**src/rtl/core/population_std_deviation_assert.svh**
```systemverilog
// ----------------------------------------------------------------------------
// Assertion macros for the standard deviation block
// Checks that hold at every clock edge and checks that look at the next cycle.
// ----------------------------------------------------------------------------
`ifndef POPULATION_STD_DEVIATION_ASSERT_SVH
`define POPULATION_STD_DEVIATION_ASSERT_SVH
`ifndef NO_ASSERTIONS
// check a condition at every clock edge outside reset
`define PSD_ASSERT(lbl, expr, msg) \
  lbl: assert property (@(posedge clk) disable iff (rst) (expr)) else $error(msg);
// check that a condition in the next cycle follows from a condition now
`define PSD_ASSERT_NEXT(lbl, ante, cons, msg) \
  lbl: assert property (@(posedge clk) disable iff (rst) (ante) |=> (cons)) else $error(msg);
`else
`define PSD_ASSERT(lbl, expr, msg)
`define PSD_ASSERT_NEXT(lbl, ante, cons, msg)
`endif
`endif

```
**src/rtl/core/psd_pkg.sv**
```systemverilog
`default_nettype none
// ----------------------------------------------------------------------------
// psd_pkg
// Shared types and constants of the standard deviation block.
// ----------------------------------------------------------------------------
package psd_pkg;

  // fixed port widths
  localparam int IN_W      = 16;
  localparam int OUT_STD_W = 24;
  localparam int OUT_CNT_W = 11;

  // batch queue between accumulator and arithmetic engine
  localparam int Q_DEPTH = 2;

  typedef struct packed {
    logic empty;
    logic full;
    logic almost_full;
  } q_stat_t;

  typedef enum logic [2:0] {
    PH_IDLE,
    PH_MUL_A,
    PH_MUL_B,
    PH_SQRT,
    PH_DIV,
    PH_HOLD
  } phase_t;

endpackage
`default_nettype wire

```
**src/rtl/core/psd_front.sv**
```systemverilog
`default_nettype none
// ----------------------------------------------------------------------------
// psd_front
// Takes one sample a cycle while full is low, keeps count, sum and sum of squares, and hands
// the totals of each finished batch to the batch queue.
// ----------------------------------------------------------------------------
`include "population_std_deviation_assert.svh"

module psd_front #(
  parameter int MAX_SAMPLES   = 1024,
  parameter int SAMPLE_BITS   = 16,
  parameter int CW            = $clog2(MAX_SAMPLES + 1),
  parameter int SW            = SAMPLE_BITS + CW,
  parameter int S2W           = 2 * SAMPLE_BITS + CW - 1
) (
  input  wire logic                       clk,
  input  wire logic                       rst,
  input  wire logic signed [psd_pkg::IN_W-1:0] sample,
  input  wire logic                       last_sample,
  input  wire logic                       push,
  output logic                            full,
  input  wire psd_pkg::q_stat_t           q_stat,
  output logic                            rec_push,
  output logic [CW-1:0]                   rec_cnt,
  output logic signed [SW-1:0]            rec_sum,
  output logic [S2W-1:0]                  rec_sq,
  output logic                            rec_ovf
);

  localparam int SQW = 2 * SAMPLE_BITS;

  logic                          accept;
  logic signed [SAMPLE_BITS-1:0] x_in;
  logic [SQW-1:0]                sq_in;

  // input stage
  logic                          in_v;
  logic signed [SAMPLE_BITS-1:0] x_r;
  logic [SQW-1:0]                sq_r;
  logic                          last_r;

  // accumulators
  logic [CW-1:0]        cnt, cnt_next;
  logic signed [SW-1:0] sum, sum_next;
  logic [S2W-1:0]       sqa, sqa_next;
  logic                 ovf, ovf_next;

  // leave room for a batch end still in the input stage
  assign full   = q_stat.full || (q_stat.almost_full && in_v && last_r);
  assign accept = push && !full;

  assign x_in  = sample[SAMPLE_BITS-1:0];
  assign sq_in = SQW'(x_in * x_in);

  always_ff @(posedge clk) begin
    if (rst) begin
      in_v <= 1'b0;
    end else begin
      in_v <= accept;
    end
  end

  always_ff @(posedge clk) begin
    if (accept) begin
      x_r    <= x_in;
      sq_r   <= sq_in;
      last_r <= last_sample;
    end
  end

  always_comb begin
    cnt_next = cnt;
    sum_next = sum;
    sqa_next = sqa;
    ovf_next = ovf;
    rec_push = 1'b0;
    if (in_v) begin
      if (cnt < CW'(MAX_SAMPLES)) begin
        sum_next = sum + SW'(x_r);
        sqa_next = sqa + S2W'(sq_r);
        cnt_next = cnt + CW'(1);
      end else begin
        ovf_next = 1'b1;
      end
      rec_push = last_r;
    end
  end

  assign rec_cnt = cnt_next;
  assign rec_sum = sum_next;
  assign rec_sq  = sqa_next;
  assign rec_ovf = ovf_next;

  // drop the totals once the batch is handed over
  always_ff @(posedge clk) begin
    if (rst || rec_push) begin
      cnt <= '0;
      sum <= '0;
      sqa <= '0;
      ovf <= 1'b0;
    end else begin
      cnt <= cnt_next;
      sum <= sum_next;
      sqa <= sqa_next;
      ovf <= ovf_next;
    end
  end

  `PSD_ASSERT(a_cnt_bound, cnt <= CW'(MAX_SAMPLES), "sample count beyond limit")
  `PSD_ASSERT_NEXT(a_batch_clear, in_v && last_r, cnt == '0 && !ovf, "batch not cleared")

endmodule
`default_nettype wire

```
**src/rtl/core/psd_queue.sv**
```systemverilog
`default_nettype none
// ----------------------------------------------------------------------------
// psd_queue
// Short queue of batch totals between accumulator and arithmetic engine.
// ----------------------------------------------------------------------------
`include "population_std_deviation_assert.svh"

module psd_queue #(
  parameter int W = 81
) (
  input  wire logic             clk,
  input  wire logic             rst,
  input  wire logic             wr,
  input  wire logic [W-1:0]     din,
  input  wire logic             rd,
  output logic [W-1:0]          dout,
  output psd_pkg::q_stat_t      q_stat
);

  localparam int QPW = (psd_pkg::Q_DEPTH > 1) ? $clog2(psd_pkg::Q_DEPTH) : 1;
  localparam int QUW = $clog2(psd_pkg::Q_DEPTH + 1);

  logic [W-1:0]   entry [psd_pkg::Q_DEPTH];
  logic [QPW-1:0] wr_ptr;
  logic [QPW-1:0] rd_ptr;
  logic [QUW-1:0] used;

  function automatic logic [QPW-1:0] ptr_inc(input logic [QPW-1:0] p);
    return (p == QPW'(psd_pkg::Q_DEPTH - 1)) ? '0 : p + QPW'(1);
  endfunction

  always_ff @(posedge clk) begin
    if (rst) begin
      wr_ptr <= '0;
      rd_ptr <= '0;
      used   <= '0;
    end else begin
      if (wr) begin
        wr_ptr <= ptr_inc(wr_ptr);
      end
      if (rd) begin
        rd_ptr <= ptr_inc(rd_ptr);
      end
      case ({wr, rd})
        2'b10:   used <= used + QUW'(1);
        2'b01:   used <= used - QUW'(1);
        default: used <= used;
      endcase
    end
  end

  always_ff @(posedge clk) begin
    if (wr) begin
      entry[wr_ptr] <= din;
    end
  end

  assign dout               = entry[rd_ptr];
  assign q_stat.empty       = (used == '0);
  assign q_stat.full        = (used == QUW'(psd_pkg::Q_DEPTH));
  assign q_stat.almost_full = (used >= QUW'(psd_pkg::Q_DEPTH - 1));

  `PSD_ASSERT(a_no_overrun, !(wr && q_stat.full), "write into full batch queue")
  `PSD_ASSERT(a_no_underrun, !(rd && q_stat.empty), "read from empty batch queue")

endmodule
`default_nettype wire

```
**src/rtl/core/psd_engine.sv**
```systemverilog
`default_nettype none
// ----------------------------------------------------------------------------
// psd_engine
// Per batch: n*S2 - S1^2 by shift and add, integer square root two bits a
// step, division by n one bit a step, then the output register.
// ----------------------------------------------------------------------------
`include "population_std_deviation_assert.svh"

module psd_engine #(
  parameter int MAX_SAMPLES   = 1024,
  parameter int SAMPLE_BITS   = 16,
  parameter int FRACTION_BITS = 8,
  parameter int CW            = $clog2(MAX_SAMPLES + 1),
  parameter int SW            = SAMPLE_BITS + CW,
  parameter int S2W           = 2 * SAMPLE_BITS + CW - 1
) (
  input  wire logic                           clk,
  input  wire logic                           rst,
  input  wire psd_pkg::q_stat_t               q_stat,
  output logic                                rec_pop,
  input  wire logic [CW-1:0]                  rec_cnt,
  input  wire logic signed [SW-1:0]           rec_sum,
  input  wire logic [S2W-1:0]                 rec_sq,
  input  wire logic                           rec_ovf,
  output logic [psd_pkg::OUT_STD_W-1:0]       std_dev,
  output logic [psd_pkg::OUT_CNT_W-1:0]       sample_count,
  output logic                                overflow,
  output logic                                empty,
  input  wire logic                           pop
);

  localparam int PW  = 2 * SW;               // n*S2 - S1^2
  localparam int QW  = SW + FRACTION_BITS;   // root and quotient
  localparam int RMW = QW + 2;               // root remainder
  localparam int STW = $clog2(QW + 1);

  psd_pkg::phase_t state, state_next;

  logic [STW-1:0] step, step_next;
  logic [CW-1:0]  n_r, n_next;
  logic           ovf_r, ovf_next;
  logic [SW-1:0]  mag_r, mag_next;
  logic [PW-1:0]  md, md_next;
  logic [SW-1:0]  mr, mr_next;
  logic [PW-1:0]  acc, acc_next;
  logic [QW-1:0]  root, root_next;
  logic [RMW-1:0] rem, rem_next;
  logic [CW-1:0]  drem, drem_next;

  logic           out_valid, out_valid_next;
  logic [psd_pkg::OUT_STD_W-1:0] out_sd;
  logic [psd_pkg::OUT_CNT_W-1:0] out_cnt;
  logic           out_ovf;
  logic           load;

  logic [SW-1:0]  rec_mag;
  logic [RMW-1:0] rem_sh;
  logic [RMW-1:0] trial;
  logic [CW:0]    dsh;
  logic           qbit;

  assign rec_mag = rec_sum[SW-1] ? $unsigned(-rec_sum) : $unsigned(rec_sum);
  assign rem_sh  = {rem[RMW-3:0], acc[PW-1:PW-2]};
  assign trial   = {root, 2'b01};
  assign dsh     = {drem, root[QW-1]};
  assign qbit    = (dsh >= {1'b0, n_r});

  always_ff @(posedge clk) begin
    if (rst) begin
      state     <= psd_pkg::PH_IDLE;
      out_valid <= 1'b0;
    end else begin
      state     <= state_next;
      out_valid <= out_valid_next;
    end
  end

  always_ff @(posedge clk) begin
    step  <= step_next;
    n_r   <= n_next;
    ovf_r <= ovf_next;
    mag_r <= mag_next;
    md    <= md_next;
    mr    <= mr_next;
    acc   <= acc_next;
    root  <= root_next;
    rem   <= rem_next;
    drem  <= drem_next;
    if (load) begin
      out_sd  <= psd_pkg::OUT_STD_W'(root);
      out_cnt <= psd_pkg::OUT_CNT_W'(n_r);
      out_ovf <= ovf_r;
    end
  end

  always_comb begin
    state_next = state;
    step_next  = step;
    n_next     = n_r;
    ovf_next   = ovf_r;
    mag_next   = mag_r;
    md_next    = md;
    mr_next    = mr;
    acc_next   = acc;
    root_next  = root;
    rem_next   = rem;
    drem_next  = drem;
    rec_pop    = 1'b0;
    load       = 1'b0;
    unique case (state)
      psd_pkg::PH_IDLE: begin
        if (!q_stat.empty) begin
          rec_pop    = 1'b1;
          n_next     = rec_cnt;
          ovf_next   = rec_ovf;
          mag_next   = rec_mag;
          acc_next   = '0;
          md_next    = PW'(rec_sq);
          mr_next    = SW'(rec_cnt);
          step_next  = STW'(CW);
          state_next = psd_pkg::PH_MUL_A;
        end
      end
      psd_pkg::PH_MUL_A: begin
        // add n * S2
        if (mr[0]) begin
          acc_next = acc + md;
        end
        md_next   = md << 1;
        mr_next   = mr >> 1;
        step_next = step - STW'(1);
        if (step == STW'(1)) begin
          md_next    = PW'(mag_r);
          mr_next    = mag_r;
          step_next  = STW'(SW);
          state_next = psd_pkg::PH_MUL_B;
        end
      end
      psd_pkg::PH_MUL_B: begin
        // subtract S1^2
        if (mr[0]) begin
          acc_next = acc - md;
        end
        md_next   = md << 1;
        mr_next   = mr >> 1;
        step_next = step - STW'(1);
        if (step == STW'(1)) begin
          rem_next   = '0;
          root_next  = '0;
          step_next  = STW'(QW);
          state_next = psd_pkg::PH_SQRT;
        end
      end
      psd_pkg::PH_SQRT: begin
        // bring in two radicand bits; zeros past the end give the fraction
        if (rem_sh >= trial) begin
          rem_next  = rem_sh - trial;
          root_next = {root[QW-2:0], 1'b1};
        end else begin
          rem_next  = rem_sh;
          root_next = {root[QW-2:0], 1'b0};
        end
        acc_next  = acc << 2;
        step_next = step - STW'(1);
        if (step == STW'(1)) begin
          drem_next  = '0;
          step_next  = STW'(QW);
          state_next = psd_pkg::PH_DIV;
        end
      end
      psd_pkg::PH_DIV: begin
        // quotient bits replace root bits from the bottom
        drem_next = qbit ? CW'(dsh - {1'b0, n_r}) : dsh[CW-1:0];
        root_next = {root[QW-2:0], qbit};
        step_next = step - STW'(1);
        if (step == STW'(1)) begin
          state_next = psd_pkg::PH_HOLD;
        end
      end
      psd_pkg::PH_HOLD: begin
        if (!out_valid || pop) begin
          load       = 1'b1;
          state_next = psd_pkg::PH_IDLE;
        end
      end
      default: begin
        state_next = psd_pkg::PH_IDLE;
      end
    endcase
  end

  always_comb begin
    out_valid_next = out_valid;
    if (load) begin
      out_valid_next = 1'b1;
    end else if (pop && out_valid) begin
      out_valid_next = 1'b0;
    end
  end

  assign std_dev      = out_sd;
  assign sample_count = out_cnt;
  assign overflow     = out_ovf;
  assign empty        = !out_valid;

  `PSD_ASSERT_NEXT(a_start, state == psd_pkg::PH_IDLE && !q_stat.empty, state == psd_pkg::PH_MUL_A, "engine did not take waiting batch")
  `PSD_ASSERT(a_batch_nonempty, state == psd_pkg::PH_IDLE || n_r != '0, "empty batch in engine")

endmodule
`default_nettype wire

```
**src/rtl/core/population_std_deviation.sv**
```systemverilog
`default_nettype none
// ----------------------------------------------------------------------------
// population_std_deviation
// Population standard deviation of batches of signed samples, unsigned
// fixed point with FRACTION_BITS fraction bits, rounded down.
// ----------------------------------------------------------------------------
//
//   channel  | handshake           | words
//   ---------+---------------------+-----------------------------------------
//   input    | push / full         | sample, last_sample
//   result   | pop / empty         | std_dev, sample_count, overflow
//
// Samples go in one a cycle while full is low; full rises while the batch queue holds two
// batches, or holds one with another batch end still in the input stage.
// A result passes from the input stage through the batch queue, the engine's
// shift-add, root and divide steps and the output register. The engine
// works on one batch at a time and takes the next only after it is done,
// so short batches wait in the queue.
// Reset (rst, synchronous) clears all control and accumulators at once.
// A result not yet popped holds the engine; the queue then absorbs batches.
//

module population_std_deviation #(
  parameter int MAX_SAMPLES   = 1024,
  parameter int SAMPLE_BITS   = 16,
  parameter int FRACTION_BITS = 8
) (
  input  wire logic                               clk,
  input  wire logic                               rst,
  input  wire logic signed [psd_pkg::IN_W-1:0]    sample,
  input  wire logic                               last_sample,
  input  wire logic                               push,
  output logic                                    full,
  output logic [psd_pkg::OUT_STD_W-1:0]           std_dev,
  output logic [psd_pkg::OUT_CNT_W-1:0]           sample_count,
  output logic                                    overflow,
  output logic                                    empty,
  input  wire logic                               pop
);

  // widths of the batch totals
  localparam int CW  = $clog2(MAX_SAMPLES + 1);
  localparam int SW  = SAMPLE_BITS + CW;
  localparam int S2W = 2 * SAMPLE_BITS + CW - 1;
  localparam int RW  = 1 + CW + SW + S2W;

  psd_pkg::q_stat_t     q_stat;
  logic                 rec_push;
  logic                 rec_pop;
  logic [CW-1:0]        f_cnt;
  logic signed [SW-1:0] f_sum;
  logic [S2W-1:0]       f_sq;
  logic                 f_ovf;
  logic [RW-1:0]        rec_in;
  logic [RW-1:0]        rec_out;
  logic [CW-1:0]        e_cnt;
  logic signed [SW-1:0] e_sum;
  logic [S2W-1:0]       e_sq;
  logic                 e_ovf;

  // accumulate samples, hand over batch totals
  psd_front #(
    .MAX_SAMPLES (MAX_SAMPLES),
    .SAMPLE_BITS (SAMPLE_BITS),
    .CW          (CW),
    .SW          (SW),
    .S2W         (S2W)
  ) u_front (
    .clk         (clk),
    .rst         (rst),
    .sample      (sample),
    .last_sample (last_sample),
    .push        (push),
    .full        (full),
    .q_stat      (q_stat),
    .rec_push    (rec_push),
    .rec_cnt     (f_cnt),
    .rec_sum     (f_sum),
    .rec_sq      (f_sq),
    .rec_ovf     (f_ovf)
  );

  // pack one batch word: overflow, count, sum, sum of squares
  assign rec_in = {f_ovf, f_cnt, f_sum, f_sq};

  psd_queue #(
    .W (RW)
  ) u_queue (
    .clk    (clk),
    .rst    (rst),
    .wr     (rec_push),
    .din    (rec_in),
    .rd     (rec_pop),
    .dout   (rec_out),
    .q_stat (q_stat)
  );

  assign e_sq  = rec_out[S2W-1:0];
  assign e_sum = $signed(rec_out[S2W +: SW]);
  assign e_cnt = rec_out[S2W + SW +: CW];
  assign e_ovf = rec_out[RW-1];

  // variance, root and division once per batch
  psd_engine #(
    .MAX_SAMPLES   (MAX_SAMPLES),
    .SAMPLE_BITS   (SAMPLE_BITS),
    .FRACTION_BITS (FRACTION_BITS),
    .CW            (CW),
    .SW            (SW),
    .S2W           (S2W)
  ) u_engine (
    .clk          (clk),
    .rst          (rst),
    .q_stat       (q_stat),
    .rec_pop      (rec_pop),
    .rec_cnt      (e_cnt),
    .rec_sum      (e_sum),
    .rec_sq       (e_sq),
    .rec_ovf      (e_ovf),
    .std_dev      (std_dev),
    .sample_count (sample_count),
    .overflow     (overflow),
    .empty        (empty),
    .pop          (pop)
  );

endmodule
`default_nettype wire
```
**config.mk**
```make
export PLATFORM = sky130hd
export DESIGN_NAME = population_std_deviation
export DESIGN_NICKNAME = d
export VERILOG_FILES = /design/src/rtl/core/psd_pkg.sv /design/src/rtl/core/psd_front.sv /design/src/rtl/core/psd_queue.sv /design/src/rtl/core/psd_engine.sv /design/src/rtl/core/population_std_deviation.sv
export VERILOG_INCLUDE_DIRS = /design/src /design/src/rtl/core
export SDC_FILE = /design/constraint.sdc
export NUM_CORES = 2
export LEC_CHECK = 0
export ABC_AREA = 1
export BUFFER_PORTS_ARGS = -buffer_cell sky130_fd_sc_hd__clkbuf_2
export CAP_MARGIN = 20
export CORE_MARGIN = 10
export CORE_UTILIZATION = 25
export DETAILED_ROUTE_END_ITERATION = 8
export GPL_TIMING_DRIVEN = 0
export SYNTH_ARGS = -nofsm -noshare
export SYNTH_HDL_FRONTEND = slang
export SYNTH_SLANG_ARGS = --single-unit
```
**constraint.sdc**
```tcl
create_clock -name clk -period 11.4 [get_ports clk]
set_input_delay 0.57 -clock clk [delete_from_list [all_inputs] [get_ports clk]]
set_output_delay 0.57 -clock clk [all_outputs]
set_load 0.1 [all_outputs]
```
==> reports/qor.yml <==
status:
  outcome: "finished clean"
clocking:
  htreeDepth: 3
  path_clk_slew_ns: 0.06
  clock-root-buffer: "clkbuf_16"
  cts_resized: 0
  cts.sinks: 597
  post_cts_buffers: 0
  cts_buffer_depth: 3
  clk_latency_ns: 0.66
  cts_tree: "done"
  cts_buffers: 69
  holdBufCountCts: 0
sta:
  fin_skew_ns: 0.0213
  final.period_utilization: 0.648
  fin_ws_ns: 4.02
  worst_slew_pin_slew_ns: 1.08
  slew_headroom: 0.278
  whs_ns: 0.0927
  rsz0062_at_grt: "false"
  tns_ns: 0
  clock.fmax_ghz: 0.135
  slew_viol_final: 0
  setup_viol: 0
  finalHoldViolations: 0
  layout_min_cycle_time_ns: 7.38
synthesis:
  synth_compound_area_frac: 0.0705
  synth-simple-area-share: 0.257
  synthTopCellsByArea: "edfxtp_1 (32%), nand2_1 (14%), fa_1 (10%), inv_1 (9.9%), ha_1 (6.8%)"
  async_flop_share: 0
  synthAdderAreaFrac: 0.169
  ys_ff_latch: 597
  ys.flop_type: "edfxtp_1"
  yosysSeqAreaShare: 0.362
  synth_cell_types: 51
  synth_mux_area_frac: 0.000213
  synthesis.nets: 6716
  synth_warnings: 0
  syn-cell-area_um2: 47100
  synth_area_leader_cell: "edfxtp_1"
  synth.top_cell.area_share: 0.323
  synth_top_family_by_area: "simple AND/OR/NAND/NOR gates"
  synth_cells: 6202
  avgSynthCellArea_um2: 7.59
  synth_edf_count: 506
  synth_xor_area_frac: 0.0305
worst_setup_path:
  crit_top_cell: "inv_1"
  critPathKind: "in2reg"
  timing.rr.start: "u_engine.md[0]"
  reg2regPathDepth: 24
  worstSetupStartpointType: "primary input"
  reg2reg_slack_ns: 6.72
  slowest_stage: "fa_1"
  reg2reg_to: "u_engine.acc[36]"
  critPathMaxFanout: 10
  crit_path_max_incr_delay_ns: 0.90
  arrival_ns: 7.77
  timing.critical_path.cells: "clkbuf_2 > clkbuf_1 > clkbuf_1 > nand2_1 > fa_1 > inv_1 > fa_1 > inv_1 > fa_1 > inv_1 > fa_1 > inv_1 > fa_1 > fa_1 > inv_1 > ha_1 > inv_1 > nor3_1 > nand2_1 > or2_2 > nand3_1 > inv_1 > nand2_1 > nand2_1"
  required_ns: 11.79
  end_kind: "flop"
global_route:
  antenna_found_initial: 2
  grtUsageTotal: 0.133
  grt_pass1_wl_mm: 219
  grt_max_degree: 67
  globalRouteOverflowTotal: 0
  grt_pass1_vias: 39322
worst_hold_path:
  worst_hold_path.num_cells: 1
  hp-start: "last_sample"
  whs_endpoint: "u_front.last_r"
  holdCritPathClass: "in2reg"
route:
  drt_iter0_drc: 2714
  routed_wl_mm: 140
  drc: 0
  via_per_inst: 4.43
  vias: 39349
  postRouteAntennaNets: 0
  drtPass1Iterations: 7
  avgRoutedWirePerCell_um: 15.7
place:
  gp_congestion: 0.964
  place_ws_ns: 3.28
  port-buffer-count: 58
  dpl.hpwl_mm: 114
floorplanning:
  pin_count: 59
  rows: 159
  core_um2: 187000
  start_util: 0.251
  dieArea_um2: 206000
  die_w_um: 454
  fp.dieH_um: 454
layout:
  layout-drive-gt1-share: 0.0463
  antenna_cells: 0
  syn_to_final_growth_pct: 13.0
  nets: 6857
flow_run:
  maxCapViolCount: 0
-- layout by cell type (no fill, tap or decap), types with 6 or more instances in the layout --
cell / instances
or2_2: 52
nand4_1: 75
inv_1: 1239
xnor2_1: 57
inv_2: 6
o21ai_1: 15
clkbuf_1: 103
or2_1: 6
nand3b_1: 11
fa_1: 236
nand3_1: 300
o21ai_0: 243
nand2_1: 1770
o211ai_1: 17
o32ai_1: 16
nor4_1: 10
o311ai_0: 11
clkinv_2: 8
dfxtp_1: 91
bufinv_16: 9
clkbuf_2: 59
nor2_2: 14
o31ai_1: 6
buf_1: 10
xor2_1: 107
clkbuf_16: 72
nor2_4: 6
ha_1: 257
a21o_1: 7
a21oi_1: 228
nor3_1: 53
nor2_1: 657
buf_2: 22
buf_12: 8
clkinv_1: 11
o21bai_1: 31
edfxtp_1: 506
-- cells by family (layout without fill, tap and decap cells) --
kind of cell,count (synthesis),count (layout)
simple gates,2972,2972
buf+inv,1378,1573
compound gates,597,597
flops,597,597
fa+ha+maj,493,493
xor+xnor,164,164
mux,1,1
-- synthesized netlist by cell type (all sizes together) (3+ instances only) --
cell / number
o21bai: 31
nand3: 300
and3: 5
dfxtp: 91
ha: 257
o311ai: 11
nor2: 677
nor3: 57
a31oi: 3
nand3b: 11
and2: 4
o32ai: 16
xnor2: 57
inv: 1246
xor2: 107
nand2: 1772
fa: 236
a21oi: 228
edfxtp: 506
nand4: 76
buf: 37
o221ai: 5
nor4: 10
a21o: 7
o21a: 3
clkbuf: 94
o21ai: 262
o31ai: 6
or2: 58
a31o: 4
a32o: 3
o211ai: 17
-- routing by layer --
layer,track usage,up-vias,wire (um)
li1,-,19742,-
met1,0.173,18519,62900
met2,0.232,885,67100
met3,0.0157,201,6230
met4,0.0328,2,3720
met5,0,-,8
-- stage by stage --
| step | cells | cell area (um^2) | utilization |
|---|---|---|---|
| floorplan | 6202 | 47100 | - |
| global placement | 8755 | 50500 | 0.269 |
| detailed placement | 8767 | 50800 | 0.271 |
| CTS | 8892 | 53200 | 0.284 |
| global route | 8892 | 53200 | 0.284 |
| finish | 8892 | 53200 | 0.284 |
-- worst max path at each step --
stage	to	startpoint	cells past startpoint
floorplan	u_front.sq_r[31]	sample[15]	23
global placement	u_front.sq_r[31]	sample[6]	24
detailed placement	u_front.sq_r[31]	sample[6]	24
CTS	u_front.sq_r[31]	sample[6]	24
global route	u_front.sq_r[31]	sample[6]	24
finish	u_front.sq_r[31]	sample[6]	24
-- state kept, by name (all words and copies together), names as in the netlist, 31 cells and up, named ones only --
name,count
u_engine.acc,54
u_engine.md,54
u_engine.rem,35
u_engine.root,35
u_front.sq_r,31
u_front.sqa,42
u_queue.entry,162
-- critical path: cells and delay by family --
kind                       cells  cell delay [ns]
adders and majority gates      7             4.12
buffers and inverters         10             1.95
and+or+nand+nor                7             1.10
-- layout make-up --
class	count	area, um^2
Timing Repair Buffer	70	541
Multi-Input combinational cell	4227	24900
Tap cell	2495	3120
Sequential cell	597	17000
Clock buffer	85	1880
Inverter	1247	4680
Fill cell	20339	134000
Clock inverter	40	518
Buffer	131	551
Power is left out: the tool's default activity adds up to more than one toggle a clock period on the data nets, which glitch-free logic cannot reach.
